**src/design/msp_pkg.sv**
```systemverilog
// Shared types, codes and Q8.8 saturating arithmetic for the motor speed controller.
package msp_pkg;

    // Signed Q8.8 value.
    typedef logic signed [15:0] q_t;

    localparam q_t Q_MIN = 16'sh8000;
    localparam q_t Q_MAX = 16'sh7FFF;

    // Power after reset or a clear, -128.0.
    localparam q_t POWER_CLEAR = Q_MIN;

    localparam int PADDR_W = 5;
    localparam int PDATA_W = 32;

    typedef enum logic
    {
        OPC_UPDATE = 1'b0,
        OPC_CLEAR  = 1'b1
    } msp_opcode_t;

    typedef enum logic [2:0]
    {
        REG_GAIN_P    = 3'd0,
        REG_GAIN_I    = 3'd1,
        REG_GAIN_D    = 3'd2,
        REG_STEP_TIME = 3'd3,
        REG_STEP_RATE = 3'd4
    } msp_reg_t;

    typedef enum logic [2:0]
    {
        ST_IDLE,
        ST_PREP,
        ST_START,
        ST_WAIT,
        ST_DONE
    } msp_state_t;

    // The five products, in the order the sequencer runs them.
    typedef enum logic [2:0]
    {
        OP_INTEG,
        OP_DERIV,
        OP_PROP,
        OP_ISUM,
        OP_DSUM
    } msp_mul_op_t;

    function automatic q_t sat17(input logic signed [16:0] v);
        q_t r;
        if (v[16] != v[15])
        begin
            r = v[16] ? Q_MIN : Q_MAX;
        end
        else
        begin
            r = v[15:0];
        end
        return r;
    endfunction

    function automatic q_t qadd(input q_t a, input q_t b);
        logic signed [16:0] s;
        s = {a[15], a} + {b[15], b};
        return sat17(s);
    endfunction

    function automatic q_t qsub(input q_t a, input q_t b);
        logic signed [16:0] s;
        s = {a[15], a} - {b[15], b};
        return sat17(s);
    endfunction

    // Saturates a product already shifted right by eight bits.
    function automatic q_t sat25(input logic signed [24:0] v);
        q_t r;
        if (v[24:15] == 10'h000 || v[24:15] == 10'h3FF)
        begin
            r = v[15:0];
        end
        else
        begin
            r = v[24] ? Q_MIN : Q_MAX;
        end
        return r;
    endfunction

endpackage

```
**src/design/msp_cmd_if.sv**
```systemverilog
// Handshake channel that carries one controller command word.
interface msp_cmd_if;
    logic       valid;
    logic       ready;
    logic       opcode;
    logic [7:0] target_speed;
    logic [7:0] measured_speed;

    modport source (output valid, output opcode, output target_speed,
                    output measured_speed, input ready);
    modport sink (input valid, input opcode, input target_speed,
                  input measured_speed, output ready);
endinterface

```
**src/design/msp_res_if.sv**
```systemverilog
// Handshake channel that carries one drive power word.
interface msp_res_if;
    logic       valid;
    logic       ready;
    logic [7:0] drive_power;

    modport source (output valid, output drive_power, input ready);
    modport sink (input valid, input drive_power, output ready);
endinterface

```
**src/design/msp_mul.sv**
```systemverilog
// Bit-serial signed 16 x 16 multiplier giving a saturated Q8.8 product.
module msp_mul
(
    input  logic          clk,
    input  logic          rst_n,
    input  logic          start,
    input  msp_pkg::q_t   a,
    input  msp_pkg::q_t   b,
    output logic          done,
    output msp_pkg::q_t   q
);

    logic               run_reg,    run_next;
    logic               done_reg,   done_next;
    logic [3:0]         cnt_reg,    cnt_next;
    msp_pkg::q_t        mcand_reg,  mcand_next;
    logic [15:0]        mplier_reg, mplier_next;
    logic signed [16:0] acc_reg,    acc_next;
    logic [15:0]        lo_reg,     lo_next;

    logic signed [17:0] addend;
    logic signed [17:0] sum;
    logic signed [24:0] shifted;

    always_comb
    begin
        run_next    = run_reg;
        done_next   = 1'b0;
        cnt_next    = cnt_reg;
        mcand_next  = mcand_reg;
        mplier_next = mplier_reg;
        acc_next    = acc_reg;
        lo_next     = lo_reg;

        // The top multiplier bit has negative weight, so it subtracts.
        if (!mplier_reg[0])
        begin
            addend = '0;
        end
        else if (cnt_reg == 4'd15)
        begin
            addend = -{{2{mcand_reg[15]}}, mcand_reg};
        end
        else
        begin
            addend = {{2{mcand_reg[15]}}, mcand_reg};
        end
        sum = {acc_reg[16], acc_reg} + addend;

        if (start)
        begin
            run_next    = 1'b1;
            cnt_next    = '0;
            mcand_next  = a;
            mplier_next = b;
            acc_next    = '0;
            lo_next     = '0;
        end
        else if (run_reg)
        begin
            acc_next    = sum[17:1];
            lo_next     = {sum[0], lo_reg[15:1]};
            mplier_next = {1'b0, mplier_reg[15:1]};
            cnt_next    = cnt_reg + 4'd1;
            if (cnt_reg == 4'd15)
            begin
                run_next  = 1'b0;
                done_next = 1'b1;
            end
        end
    end

    always_ff @(posedge clk or negedge rst_n)
    begin
        if (!rst_n)
        begin
            run_reg  <= 1'b0;
            done_reg <= 1'b0;
            cnt_reg  <= '0;
        end
        else
        begin
            run_reg  <= run_next;
            done_reg <= done_next;
            cnt_reg  <= cnt_next;
        end
    end

    always_ff @(posedge clk)
    begin
        mcand_reg  <= mcand_next;
        mplier_reg <= mplier_next;
        acc_reg    <= acc_next;
        lo_reg     <= lo_next;
    end

    // Dropping the low byte of the 32-bit product is the floor shift by eight.
    assign shifted = {acc_reg, lo_reg[15:8]};
    assign q       = msp_pkg::sat25(shifted);
    assign done    = done_reg;

endmodule

```
**src/design/motor_speed_pid.sv**
```systemverilog
// Velocity-form PID motor speed controller in Q8.8 fixed point.
//
// Each command word carries a target and a measured speed; an update word
// adds Kp*e + Ki*I + Kd*(e - pe)*rate to the accumulated power and answers
// the integer part of the power plus 128, while a clear word resets the
// integral, previous error and power (-128.0) and answers 0. Every product
// and sum saturates at the Q8.8 limits. The five products run one after
// another through a single bit-serial multiplier, and one command is in
// flight at a time. A finished result waits in an output register, and the
// next command is taken meanwhile. Gains and step values are written through
// the APB port at byte addresses 0, 4, 8, 12 and 16; the user must write
// them only while the block is idle, as the block itself does not enforce it.
module motor_speed_pid
(
    input  logic                           clk,
    input  logic                           rst_n,
    msp_cmd_if.sink                        cmd,
    msp_res_if.source                      result,
    input  logic                           psel,
    input  logic                           penable,
    input  logic                           pwrite,
    input  logic [msp_pkg::PADDR_W-1:0]    paddr,
    input  logic [msp_pkg::PDATA_W-1:0]    pwdata,
    output logic [msp_pkg::PDATA_W-1:0]    prdata,
    output logic                           pready
);

    // Configuration registers.
    msp_pkg::q_t  gain_p_reg;
    msp_pkg::q_t  gain_i_reg;
    msp_pkg::q_t  gain_d_reg;
    logic [14:0]  step_time_reg;
    logic [14:0]  step_rate_reg;

    msp_pkg::msp_reg_t reg_sel;
    logic              cfg_write;

    // Controller state and sequencing.
    msp_pkg::msp_state_t  state_reg,     state_next;
    msp_pkg::msp_mul_op_t op_reg,        op_next;
    msp_pkg::q_t          error_sum_reg, error_sum_next;
    msp_pkg::q_t          last_error_reg, last_error_next;
    msp_pkg::q_t          power_reg,     power_next;
    msp_pkg::q_t          err_reg,       err_next;
    msp_pkg::q_t          dterm_reg,     dterm_next;
    msp_pkg::q_t          u_reg,         u_next;
    logic                 out_valid_reg, out_valid_next;
    logic [7:0]           out_data_reg,  out_data_next;

    logic                 mul_start;
    logic                 mul_done;
    msp_pkg::q_t          mul_a;
    msp_pkg::q_t          mul_b;
    msp_pkg::q_t          mul_q;

    logic signed [8:0]    diff;
    logic signed [7:0]    diff_clamped;
    msp_pkg::q_t          power_sum;

    // ---------------------------------------------------------------
    // Configuration port
    // ---------------------------------------------------------------
    assign pready    = 1'b1;
    assign reg_sel   = msp_pkg::msp_reg_t'(paddr[4:2]);
    assign cfg_write = psel && penable && pwrite && pready;

    always_ff @(posedge clk or negedge rst_n)
    begin
        if (!rst_n)
        begin
            gain_p_reg    <= 16'sd256;
            gain_i_reg    <= '0;
            gain_d_reg    <= '0;
            step_time_reg <= 15'd26;
            step_rate_reg <= 15'd2560;
        end
        else if (cfg_write)
        begin
            unique case (reg_sel)
                msp_pkg::REG_GAIN_P:    gain_p_reg    <= pwdata[15:0];
                msp_pkg::REG_GAIN_I:    gain_i_reg    <= pwdata[15:0];
                msp_pkg::REG_GAIN_D:    gain_d_reg    <= pwdata[15:0];
                msp_pkg::REG_STEP_TIME: step_time_reg <= pwdata[14:0];
                msp_pkg::REG_STEP_RATE: step_rate_reg <= pwdata[14:0];
                default: ;
            endcase
        end
    end

    always_comb
    begin
        unique case (reg_sel)
            msp_pkg::REG_GAIN_P:    prdata = {16'h0000, gain_p_reg};
            msp_pkg::REG_GAIN_I:    prdata = {16'h0000, gain_i_reg};
            msp_pkg::REG_GAIN_D:    prdata = {16'h0000, gain_d_reg};
            msp_pkg::REG_STEP_TIME: prdata = {17'h00000, step_time_reg};
            msp_pkg::REG_STEP_RATE: prdata = {17'h00000, step_rate_reg};
            default:                prdata = '0;
        endcase
    end

    // ---------------------------------------------------------------
    // Shared multiplier
    // ---------------------------------------------------------------
    always_comb
    begin
        unique case (op_reg)
            msp_pkg::OP_INTEG:
            begin
                mul_a = err_reg;
                mul_b = {1'b0, step_time_reg};
            end
            msp_pkg::OP_DERIV:
            begin
                mul_a = dterm_reg;
                mul_b = {1'b0, step_rate_reg};
            end
            msp_pkg::OP_PROP:
            begin
                mul_a = gain_p_reg;
                mul_b = err_reg;
            end
            msp_pkg::OP_ISUM:
            begin
                mul_a = gain_i_reg;
                mul_b = error_sum_reg;
            end
            msp_pkg::OP_DSUM:
            begin
                mul_a = gain_d_reg;
                mul_b = dterm_reg;
            end
            default:
            begin
                mul_a = '0;
                mul_b = '0;
            end
        endcase
    end

    msp_mul u_mul
    (
        .clk   (clk),
        .rst_n (rst_n),
        .start (mul_start),
        .a     (mul_a),
        .b     (mul_b),
        .done  (mul_done),
        .q     (mul_q)
    );

    // ---------------------------------------------------------------
    // Sequencer
    // ---------------------------------------------------------------
    assign diff = $signed({1'b0, cmd.target_speed}) - $signed({1'b0, cmd.measured_speed});

    always_comb
    begin
        if (diff < -9'sd128)
        begin
            diff_clamped = -8'sd128;
        end
        else if (diff > 9'sd127)
        begin
            diff_clamped = 8'sd127;
        end
        else
        begin
            diff_clamped = diff[7:0];
        end
    end

    assign power_sum = msp_pkg::qadd(power_reg, u_reg);

    always_comb
    begin
        state_next      = state_reg;
        op_next         = op_reg;
        error_sum_next  = error_sum_reg;
        last_error_next = last_error_reg;
        power_next      = power_reg;
        err_next        = err_reg;
        dterm_next      = dterm_reg;
        u_next          = u_reg;
        out_data_next   = out_data_reg;
        out_valid_next  = out_valid_reg && !result.ready;
        mul_start       = 1'b0;
        cmd.ready       = 1'b0;

        unique case (state_reg)
            msp_pkg::ST_IDLE:
            begin
                cmd.ready = 1'b1;
                if (cmd.valid)
                begin
                    if (cmd.opcode == msp_pkg::OPC_CLEAR)
                    begin
                        // Power stays at -128.0, so the answer byte is zero.
                        error_sum_next  = '0;
                        last_error_next = '0;
                        power_next      = msp_pkg::POWER_CLEAR;
                        u_next          = '0;
                        state_next      = msp_pkg::ST_DONE;
                    end
                    else
                    begin
                        err_next   = {diff_clamped, 8'h00};
                        state_next = msp_pkg::ST_PREP;
                    end
                end
            end

            msp_pkg::ST_PREP:
            begin
                dterm_next      = msp_pkg::qsub(err_reg, last_error_reg);
                last_error_next = err_reg;
                op_next         = msp_pkg::OP_INTEG;
                state_next      = msp_pkg::ST_START;
            end

            msp_pkg::ST_START:
            begin
                mul_start  = 1'b1;
                state_next = msp_pkg::ST_WAIT;
            end

            msp_pkg::ST_WAIT:
            begin
                if (mul_done)
                begin
                    state_next = msp_pkg::ST_START;
                    unique case (op_reg)
                        msp_pkg::OP_INTEG:
                        begin
                            error_sum_next = msp_pkg::qadd(error_sum_reg, mul_q);
                            op_next        = msp_pkg::OP_DERIV;
                        end
                        msp_pkg::OP_DERIV:
                        begin
                            // The difference is no longer needed once scaled.
                            dterm_next = mul_q;
                            op_next    = msp_pkg::OP_PROP;
                        end
                        msp_pkg::OP_PROP:
                        begin
                            u_next  = mul_q;
                            op_next = msp_pkg::OP_ISUM;
                        end
                        msp_pkg::OP_ISUM:
                        begin
                            u_next  = msp_pkg::qadd(u_reg, mul_q);
                            op_next = msp_pkg::OP_DSUM;
                        end
                        msp_pkg::OP_DSUM:
                        begin
                            u_next     = msp_pkg::qadd(u_reg, mul_q);
                            state_next = msp_pkg::ST_DONE;
                        end
                        default:
                        begin
                            state_next = msp_pkg::ST_IDLE;
                        end
                    endcase
                end
            end

            msp_pkg::ST_DONE:
            begin
                if (!out_valid_reg || result.ready)
                begin
                    power_next     = power_sum;
                    out_data_next  = power_sum[15:8] ^ 8'h80;
                    out_valid_next = 1'b1;
                    state_next     = msp_pkg::ST_IDLE;
                end
            end

            default:
            begin
                state_next = msp_pkg::ST_IDLE;
            end
        endcase
    end

    always_ff @(posedge clk or negedge rst_n)
    begin
        if (!rst_n)
        begin
            state_reg      <= msp_pkg::ST_IDLE;
            op_reg         <= msp_pkg::OP_INTEG;
            out_valid_reg  <= 1'b0;
            error_sum_reg  <= '0;
            last_error_reg <= '0;
            power_reg      <= msp_pkg::POWER_CLEAR;
        end
        else
        begin
            state_reg      <= state_next;
            op_reg         <= op_next;
            out_valid_reg  <= out_valid_next;
            error_sum_reg  <= error_sum_next;
            last_error_reg <= last_error_next;
            power_reg      <= power_next;
        end
    end

    always_ff @(posedge clk)
    begin
        err_reg      <= err_next;
        dterm_reg    <= dterm_next;
        u_reg        <= u_next;
        out_data_reg <= out_data_next;
    end

    assign result.valid       = out_valid_reg;
    assign result.drive_power = out_data_reg;

endmodule

```
**src/flat_wrapper.sv**
```systemverilog
// flat-port wrapper written by rule: the top's interface ports become plain ports
module motor_speed_pid_flat 
  (clk, rst_n, psel, penable, pwrite, paddr, pwdata, prdata, pready, cmd_valid, cmd_opcode, cmd_target_speed, cmd_measured_speed, cmd_ready, result_valid, result_drive_power, result_ready);
  msp_cmd_if cmd_i ();
  msp_res_if result_i ();
  input  logic clk;
  input  logic rst_n;
  input  logic psel;
  input  logic penable;
  input  logic pwrite;
  input  logic [msp_pkg::PADDR_W-1:0] paddr;
  input  logic [msp_pkg::PDATA_W-1:0] pwdata;
  output logic [msp_pkg::PDATA_W-1:0] prdata;
  output logic pready;
  input wire logic [$bits(cmd_i.valid)-1:0] cmd_valid;
  input wire logic [$bits(cmd_i.opcode)-1:0] cmd_opcode;
  input wire logic [$bits(cmd_i.target_speed)-1:0] cmd_target_speed;
  input wire logic [$bits(cmd_i.measured_speed)-1:0] cmd_measured_speed;
  output wire logic [$bits(cmd_i.ready)-1:0] cmd_ready;
  output wire logic [$bits(result_i.valid)-1:0] result_valid;
  output wire logic [$bits(result_i.drive_power)-1:0] result_drive_power;
  input wire logic [$bits(result_i.ready)-1:0] result_ready;
  assign cmd_i.valid = cmd_valid;
  assign cmd_i.opcode = cmd_opcode;
  assign cmd_i.target_speed = cmd_target_speed;
  assign cmd_i.measured_speed = cmd_measured_speed;
  assign cmd_ready = cmd_i.ready;
  assign result_valid = result_i.valid;
  assign result_drive_power = result_i.drive_power;
  assign result_i.ready = result_ready;
  motor_speed_pid u_core (.clk(clk), .rst_n(rst_n), .cmd(cmd_i), .result(result_i), .psel(psel), .penable(penable), .pwrite(pwrite), .paddr(paddr), .pwdata(pwdata), .prdata(prdata), .pready(pready));
endmodule
```
**config.mk**
```make
export PLATFORM = sky130hd
export DESIGN_NAME = motor_speed_pid_flat
export DESIGN_NICKNAME = d
export VERILOG_FILES = /design/src/design/msp_pkg.sv /design/src/design/msp_cmd_if.sv /design/src/design/msp_res_if.sv /design/src/design/msp_mul.sv /design/src/design/motor_speed_pid.sv /design/src/flat_wrapper.sv
export SDC_FILE = /design/constraint.sdc
export NUM_CORES = 1
export LEC_CHECK = 0
export ABC_CLOCK_PERIOD_IN_PS = 8600
export BUFFER_PORTS_ARGS = -buffer_cell sky130_fd_sc_hd__buf_2
export CAP_MARGIN = 30
export CORE_MARGIN = 2
export CORE_UTILIZATION = 39
export CTS_CLUSTER_DIAMETER = 100
export DETAILED_ROUTE_END_ITERATION = 16
export SYNTH_ARGS = -nofsm -noshare
export SYNTH_HDL_FRONTEND = slang
export SYNTH_HIERARCHICAL = 1
export SYNTH_SLANG_ARGS = --single-unit
```
**constraint.sdc**
```tcl
create_clock -name clk -period 8.6 [get_ports clk]
set_clock_uncertainty 0.15 [all_clocks]
set_input_delay 0.43 -clock clk [delete_from_list [all_inputs] [get_ports clk]]
set_output_delay 0.43 -clock clk [all_outputs]
set_load 0.02 [all_outputs]
```
Yosys cells after proc, flatten, opt, wreduce, memory -nomap -nowiden
Index checks and enable logic that the tools add are counted.

Memory bits (read-only): 0. Memories kept: 0. RAM bits: 0. Flip-flop bits (word level): 252. Latch bits: 0. Output and inout port bits: 43. Logic and storage cells: 147. Input bits: 61.

Reduce and logical (&&, ||, !) cells: 32. Shifts and indexed selects: 0. $add $sub $neg: 8. Muxes and demuxes: 55. Multiply operators: 0. Eq/ne operators: 26. Bitwise logic cells: 2. Divide/modulo/power cells: 0. $lt $le $gt $ge: 2.

Operators with widths (count): 16-bit 2-to-1 mux (22); 16-bit one-hot mux with 5 select lines (3); 16-bit one-hot mux with 2 select lines (6); 16-bit by 16-bit adder with 17-bit output (3); 18-bit 2-to-1 mux (2); 18-bit adder (1); 3-bit by 2-bit equality test with 1-bit output (second input constant) (6); 18-bit negator (1); 16-bit by 16-bit subtractor with 17-bit output (1); 3-bit 2-to-1 mux (5); 3-bit one-hot mux with 5 select lines (1); 3-bit AND reduction (5); 3-bit one-hot mux with 2 select lines (2); 3-bit one-hot mux with 4 select lines (1); 2-bit AND reduction (6); 10-bit equality test (second input constant) (1); 10-bit zero test (1); 1-bit 2-to-1 mux (10); 2-bit != test (second input constant) (5); 5-bit AND reduction (2); 2-bit nonzero test (5); 3-bit by 1-bit equality test with 1-bit output (second input constant) (3); 3-bit equality test (second input constant) (3); 9-bit by 8-bit > comparator with 1-bit output (second input constant) (1); other kinds (18) (29).

Logic depth before layout (Yosys ltp)
Gate-level depths: netlist (run 1).

Word-level depth: 9. Mapped depth: 17. Mapped depth without buffers: 16.

By module
Netlist (run 1), hierarchy kept.

By module, submodules not included: motor_speed_pid (area an instance 11711.2 um^2, cells an instance 1156, instances 1, seq. area each 4578.1 um^2); msp_mul (area an instance 3762.4 um^2, cells an instance 379, instances 1, seq. area each 1611.5 um^2).

Worst setup path after synthesis (run 1)
Ideal clock, no wire load.

Path kind: reg-to-reg. Start point: register u_core.u_mul.acc_reg[16]. End point: register u_core.u_reg[0], data pin. Data required time: 8283 ps. Setup time: 167 ps. Clock period less this slack: 3923 ps. Arrival: 3605 ps. Cell stages (with the launch flop): 15. Setup slack: 4677 ps. Cell sequence: dfxtp_1 > nor4_1 > a31oi_1 > nand2_1 > o21a_1 > ha_1 > a211oi_2 > nor2_1 > or4b_4 > a221oi_4 > o21ai_2 > xnor2_2 > or2_2 > buf_2 > a211oi_1.

Word-level cells in the longest chain between the ends: 9. Elaborated cells on any way between the ends: 12. Classes of those cells: add/sub: 1; eq/ne: 2; mux: 7; reduce/logical: 2.

RTL lines: from (decl) (RTL line msp_mul.sv:18) `logic signed [16:0] acc_reg, acc_next;`; from (signal assigned) (RTL line msp_mul.sv:93) `acc_reg <= acc_next;`; 10-bit equality test or 10-bit zero test (tied branches) (RTL line msp_pkg.sv:78) `if (v[24:15] == 10'h000 || v[24:15] == 10'h3FF)`; 1-bit logical OR (RTL line msp_pkg.sv:78); 16-bit 2-to-1 mux (*) (RTL line msp_pkg.sv:78); named net u_core.mul_q[1] (RTL line motor_speed_pid.sv:54) `msp_pkg::q_t mul_q;`; 16-bit by 16-bit adder with 17-bit output (*) (RTL line msp_pkg.sv:65) `s = {a[15], a} + {b[15], b};`; 16-bit 2-to-1 mux or 1-bit != test (tied branches) (RTL line msp_pkg.sv:54, msp_pkg.sv:52); 16-bit 2-to-1 mux (*) (RTL line msp_pkg.sv:52) `if (v[16] != v[15])`; 16-bit one-hot mux with 2 select lines (*) (RTL line motor_speed_pid.sv:232) `unique case (op_reg)`; 16-bit 2-to-1 mux (*) (RTL line motor_speed_pid.sv:229) `if (mul_done)`; 16-bit one-hot mux with 2 select lines (*) (RTL line motor_speed_pid.sv:190) `unique case (state_reg)`; to (signal assigned) (RTL line motor_speed_pid.sv:311) `u_reg <= u_next;`; to (decl) (RTL line motor_speed_pid.sv:46) `msp_pkg::q_t u_reg, u_next;`.

The timed path passes the listed nets; every way through them passes the cells marked *. The select of a mux whose other input is x is not followed. A chain may end at the register's enable or synchronous reset.

Final worst setup path (run 1)
Start point: register u_core.u_mul.acc_reg[16]. End point: register u_core.u_reg[1], data pin.

Word-level cells in the longest chain between the ends: 9. Elaborated cells on any way between the ends: 12. Classes of those cells: add/sub: 1; eq/ne: 2; mux: 7; reduce/logical: 2.

RTL lines (RTL line): 10-bit equality test or 10-bit zero test (tied branches) (msp_pkg.sv:78); 1-bit logical OR (msp_pkg.sv:78); 16-bit 2-to-1 mux (*) (msp_pkg.sv:78); named net u_core.mul_q[1] (motor_speed_pid.sv:54); 16-bit by 16-bit adder with 17-bit output (msp_pkg.sv:65); 16-bit 2-to-1 mux or 1-bit != test (tied branches) (msp_pkg.sv:54, msp_pkg.sv:52); 16-bit 2-to-1 mux (msp_pkg.sv:52); 16-bit one-hot mux with 2 select lines (*) (motor_speed_pid.sv:232); 16-bit 2-to-1 mux (*) (motor_speed_pid.sv:229); 16-bit one-hot mux with 2 select lines (*) (motor_speed_pid.sv:190).

Marked as above.

==> metrics, run 1 <==
Pleak 7.41 nW; mapped cell area 15500 sq um; critical path's slowest cell dfxtp_1; final core occ 44.9%; Sequential Area 6190 sq um; Setup Buffers After CTS 0; post_cts resized 0; CP Capture Point u_core/u_reg[1]$_SDFFCE_PN0P_; CP max FO 17; Final Slew Violations 0; Worst R2R End u_core/u_reg[1]$_SDFFCE_PN0P_; critical path depth 15; most frequent cells in the layout nor2_1 (124), dfrtp_1 (122), mux2_2 (119); GP Congestion 0.872; worst-margin pin slew about 1000 ps; first-pass GRT wire length 66.1 mm; post-route insts no fill 2133; design area 17500 sq um; vias per cell 5.74; GRT overflow 0; DR WL/cell 19.3 um; Hold Path Class input pin to flop; area of the multi-input gates 8690 sq um; H-Tree Level Count 1; die area 41300 sq um; Initial Util 39.8%; drt drc 0; initial antenna violation count 1; Reg power frac between 20% and 30%; commonest non-fill, non-tap cell in the layout nor2_1; NumNets Final roughly 1700; final antenna-violating net count 0; CP most frequent cell a31oi_1; DRT Pass-1 Iters 5; vias in the first global route 12000; Worst Path Buf+Inv 1; CTS tree yes; fmax approximately 200 MHz; unique cell type count in the Yosys netlist 88; min Tclk post-route 4970 ps; Final Hold Slack 23.5 ps; critical path startpoint category flop; final worst slack around 3600 ps; Core ar. 38900 sq um; Worst-path clk slew 60 ps; CTS root buffer clkbuf_16; layout cells sized above 1 18.3%; Max Buffers Root-to-Sink 3; via count 12200; critical-path cell list nand4_1 > nor3_1 > a31oi_1 > buf_4 > nand2_1 > o21a_1 > ha_1 > a211oi_2 > nor2_1 > or4b_4 > a221oi_4 > o21ai_2 > xnor2_2 > or2_2 > a31oi_1; Chip Width 203 um; TNS Setup 0 ps; ant diodes 0; internal power 3.47 mW; largest net degree at the start of global routing 74; PortBufs 68; R2R depth 15; Synth async-reset ratio a little under three fifths; max FFs per register 17; CP arrival 5110 ps; peak supply drop slightly below 0.2 mV; sw power 2.34 mW; initial DRC count roughly 840; Setup WS pre-CTS 3630 ps; status finished clean; cell area power density 332 nW/um^2; top_reg_cell synth dfrtp_1; Syn Inst Count approximately 1500; Combinational Power Share 48.3%; FP Rows 72; Post-synth EDFFs 80; WP data required 8740 ps; register area share after synthesis 40.0%; I/O pin cnt 104; DP Cell Count 2063; CTS sink cnt 236; FF+latch count, synth 236; Inserted Clock Buffers 29; crit share post-route 57.8%; GRT Util Overall 19.9%; Worst Path Class, Setup flop to flop; Mean Syn Cell Area 10.1 sq um; critical path's top delay family simple AND/OR/NAND/NOR gates; R2R setup slack 3630 ps; cts hold-fix bufs 15; Total Power 5.81 mW; Syn. warnings 6; CP peak stage delay 740 ps; Reg2Reg Launch Point u_core/u_mul/acc_reg[16]$_SDFFE_PP0P_; RSZ-0062 raised after global routing no; WL final 41.2 mm; hpwl dp ~29 mm; Worst setup EP type flop; final setup violation count 0; Sw Share 40.3%; MaxCap Viol Count 0; Final Hold Vio Count 0; # fillers 3695; Synth-to-Final Area Change 12.9%; Critical Path Source u_core/u_mul/acc_reg[16]$_SDFFE_PP0P_; relative slew slack a little under a third; Clk pwr share 22.1%; worst skew pair latency 580 ps; Placed Area 16300 sq um; Die H 203 um
-- worst min-delay path by stage --
stage | start | cells after the start | to | slack, ps
finish | pwdata[4] | 2 | u_core/step_time_reg[4]$_DFFE_PN1P_ | 20
global route | pwdata[0] | 2 | u_core/step_time_reg[0]$_DFFE_PN0P_ | 30
CTS | pwdata[4] | 2 | u_core/gain_i_reg[4]$_DFFE_PN0P_ | 7
detailed placement | rst_n | 1 | u_core/state_reg[0]$_DFFE_PN0P_ | 300
global placement | rst_n | 1 | u_core/power_reg[11]$_DFFE_PN0P_ | 300
floorplan | rst_n | 0 | u_core/error_sum_reg[0]$_DFFE_PN0P_ | -20
-- metal layers --
| layer | global-route usage (%) | vias up | part of all wire (%) |
|---|---|---|---|
| met3 | 2.49 | 73 | 3.7 |
| met1 | 27.3 | 6072 | 47 |
| li1 | - | 5846 | - |
| met4 | 5.97 | 0 | 2.7 |
| met2 | 32.7 | 246 | 47 |
| met5 | 0 | - | 0 |
-- cell type report --
type | instances | share of cell area, %
inverter | 58 | 1.25
timing repair buffer | 110 | 4.16
tap | 518 | 3.71
clock buffer | 37 | 4.56
clock inverter | 17 | 1.14
multi-input combinational | 1157 | 49.7
sequential | 236 | 35.4
-- power by group through the flow --
stage | logic, mW | registers, mW | clock network (mW)
finish | 2.80 | 1.72 | 1.28
global route | 3.13 | 1.76 | 1.35
CTS | 2.78 | 1.72 | 1.31
detailed placement | 2.76 | 1.74 | 0
global placement | 2.70 | 1.73 | 0
floorplan | 2.20 | 1.65 | 0
-- synth_stat cells, drive strengths merged, types with 40 or more instances --
master	count	area, sq um
a21oi	99	507
a22oi	60	450
buf	40	238
clkbuf	59	221
dfrtp	124	3100
edfxtp	80	2400
ha	85	1060
inv	57	214
mux2	119	1340
nand2	72	270
nor2	125	477
o21ai	86	438
o22ai	40	250
-- cell families (layout without fill, tap and decap cells) --
family                   Yosys count  count (layout)  share of synthesized area [%]
buffers and inverters            157             222                           4.37
AO/OA/AOI/OAI                    475             475                           21.3
flip-flops                       236             236                           40.0
other                              2              17                         0.0485
AND/OR/NAND/NOR                  340             340                           11.0
multiplexers                     156             156                           11.1
adder cells (fa/ha/maj)          103             103                           8.43
XOR/XNOR                          66              66                           3.83
Note: power is estimated with default switching activity, not from simulation.
==> run 2, diff against run 1 <==
ABC_AREA = 1   (was unset)
ABC_CLOCK_PERIOD_IN_PS = 5100   (was 8600)
clock period = 5.1 ns   (was 8.6 ns; I/O delays follow)
==> metrics, run 2 <==
register area share after synthesis about two fifths; hpwl dp ~32 mm; TNS Setup 0 ps; Die H between 200 and 250 um; worst-margin pin slew 989 ps; DR WL/cell between 15 and 20 um; R2R setup slack about 530 ps; Synth area leader dfrtp_1; min Tclk post-route 4570 ps; Worst-path clk slew 60 ps; CTS root buffer clkbuf_16; Initial Util 39.4%; Synth async-reset ratio 55.5%; # fillers just over 4000; Final Hold Vio Count 0; RSZ-0062 raised after global routing no; first-pass GRT wire length 71.4 mm; ant diodes 0; via count 14100; synth cell count leaders nand2_1 (724), inv_1 (254), o21ai_0 (161); Syn Inst Count approximately 2100; CP arrival approximately 4700 ps; status finished clean; Worst setup EP type flop; NumNets Final between 2000 and 2500; drt drc 0; final antenna-violating net count 0; worst skew pair latency around 590 ps; post-route insts no fill 2723; Final Slew Violations 0; unique cell type count in the Yosys netlist 61; Syn. warnings 6; CP max FO 16; largest net degree at the start of global routing 90; most frequent cell after synthesis nand2_1; I/O pin cnt 104; initial antenna violation count 0; fmax 219 MHz; mapped cell area 15600 sq um; GP Congestion 0.911; vias in the first global route 13500; top_reg_cell synth dfrtp_1; MaxCap Viol Count 0; FF+latch count, synth approximately 240; WL final 45.0 mm; cell area power density 263 nW/um^2; relative slew slack 34.1%; CTS tree yes; crit share post-route 89.5%; vias per cell 5.16; top-area cell type share of the netlist area 19.9%; Chip Width just over 200 um; WP data required 5270 ps; Max Buffers Root-to-Sink 3; Pleak between 9 and 10 nW; area of the multi-input gates 8100 sq um; Inserted Clock Buffers 29; die area 41700 sq um; initial DRC count 996; Hold Path Class input pin to flop; CTS sink cnt 236; Sequential Area 6190 sq um; GRT Util Overall 21.6%; max FFs per register 17; Synth-to-Final Area Change 13.2%; peak supply drop around 0.28 mV; commonest non-fill, non-tap cell in the layout nand2_1; Worst Path Class, Setup flop to flop; final setup violation count 0; Post-synth EDFFs 80; GRT overflow 0; H-Tree Level Count 1; FP Rows 73; Mean Syn Cell Area 7.45 sq um; DRT Pass-1 Iters 5; top post-synthesis cells by area dfrtp_1 (20%), nand2_1 (17%), edfxtp_1 (15%); Core ar. 39600 sq um; most frequent cells in the layout nand2_1 (724), inv_1 (254), o21ai_0 (161); DP Cell Count 2651; PortBufs 68; layout cells sized above 1 9.65%; critical path startpoint category flop
-- run 2: per-stage QoR --
step	utilization [%]	setup slack, ps	power, mW	hold WS, ps	instance area (sq um)
after floorplan	-	1480	2.42	-191	15700
after CTS	44.6	553	4.71	0.0854	17700
after global routing	44.6	30.5	4.87	66.8	17700
final	44.6	535	4.66	23.9	17700
after global placement	41.4	613	2.54	253	16400
after detailed placement	41.7	578	2.55	256	16500
-- run 2: critical path: stages, from the launching register on --
cell,delay [ps]
dfxtp_1,340
nor4_1,470
a41oi_2,560
o21ai_0,760
inv_1,200
fa_1,460
inv_1,70
nand3_1,60
nand2_1,130
nand2_1,70
nand2_1,120
nand2_1,80
nand2_1,60
nand2_1,40
nand2_1,60
nand2_1,360
nand3_1,200
a21oi_1,80
-- run 2: cell type report --
class / instances / share of cell area (%)
clock buffer: 34 / 4.32
clock inverter: 20 / 1.28
tap: 525 / 3.71
sequential: 236 / 35.0
multi-input combinational: 1533 / 45.8
timing repair buffer: 109 / 4.25
inverter: 266 / 5.64
-- run 2: final timing paths --
kind                                                       startpoint                             endpoint  cells after the start
worst max register to register  u_core/u_mul/acc_reg[11]$_SDFFE_PP0P_       u_core/u_reg[13]$_SDFFCE_PN0P_                     17
worst min register to register    u_core/u_mul/cnt_reg[3]$_DFFE_PN0P_  u_core/u_mul/cnt_reg[3]$_DFFE_PN0P_                      1
min in group asynchronous                                       rst_n        u_core/result.valid$_DFF_PN0_                      2
worst max-delay path            u_core/u_mul/acc_reg[11]$_SDFFE_PP0P_       u_core/u_reg[13]$_SDFFCE_PN0P_                     17
max in group asynchronous                                       rst_n     u_core/gain_d_reg[2]$_DFFE_PN0P_                      3
worst min-delay path                              cmd_target_speed[1]      u_core/err_reg[9]$_SDFFCE_PP0P_                      4
-- run 2: kinds of logic (layout without fill, tap and decap cells) --
kind of cell             count (synthesis)  count (layout)  synth area share (%)
other                                    2              17                0.0480
buffers and inverters                  343             429                  8.98
XOR/XNOR                                43              43                  2.41
AO/OA/AOI/OAI                          403             403                  15.5
AND/OR/NAND/NOR                        979             979                  25.9
flip-flops                             236             236                  39.6
adder cells (fa/ha/maj)                 91              91                  7.57
-- run 2: routing by layer --
layer / share of wire, % / GRT usage (%) / vias up
met5: 0 / 0 / -
met2: 48 / 36.9 / 402
met3: 6.0 / 2.60 / 89
met4: 3.2 / 7.92 / 0
li1: - / - / 7025
met1: 43 / 28.1 / 6546
-- run 2: what timing repair did --
item,CTS,global route
resized for setup,0,0
hold buffers,18,0
setup buffers,0,0
endpoints found under the hold margin,163,0
endpoints found under the setup margin,0,0
-- run 2: report_power, final --
part | switching (mW) | total, mW | internal, mW | leakage, nW
Combinational | 0.222 | 0.360 | 0.137 | 6.08
Sequential | 0.0918 | 2.17 | 2.08 | 2.54
Clock | 0.852 | 2.13 | 1.28 | 0.476
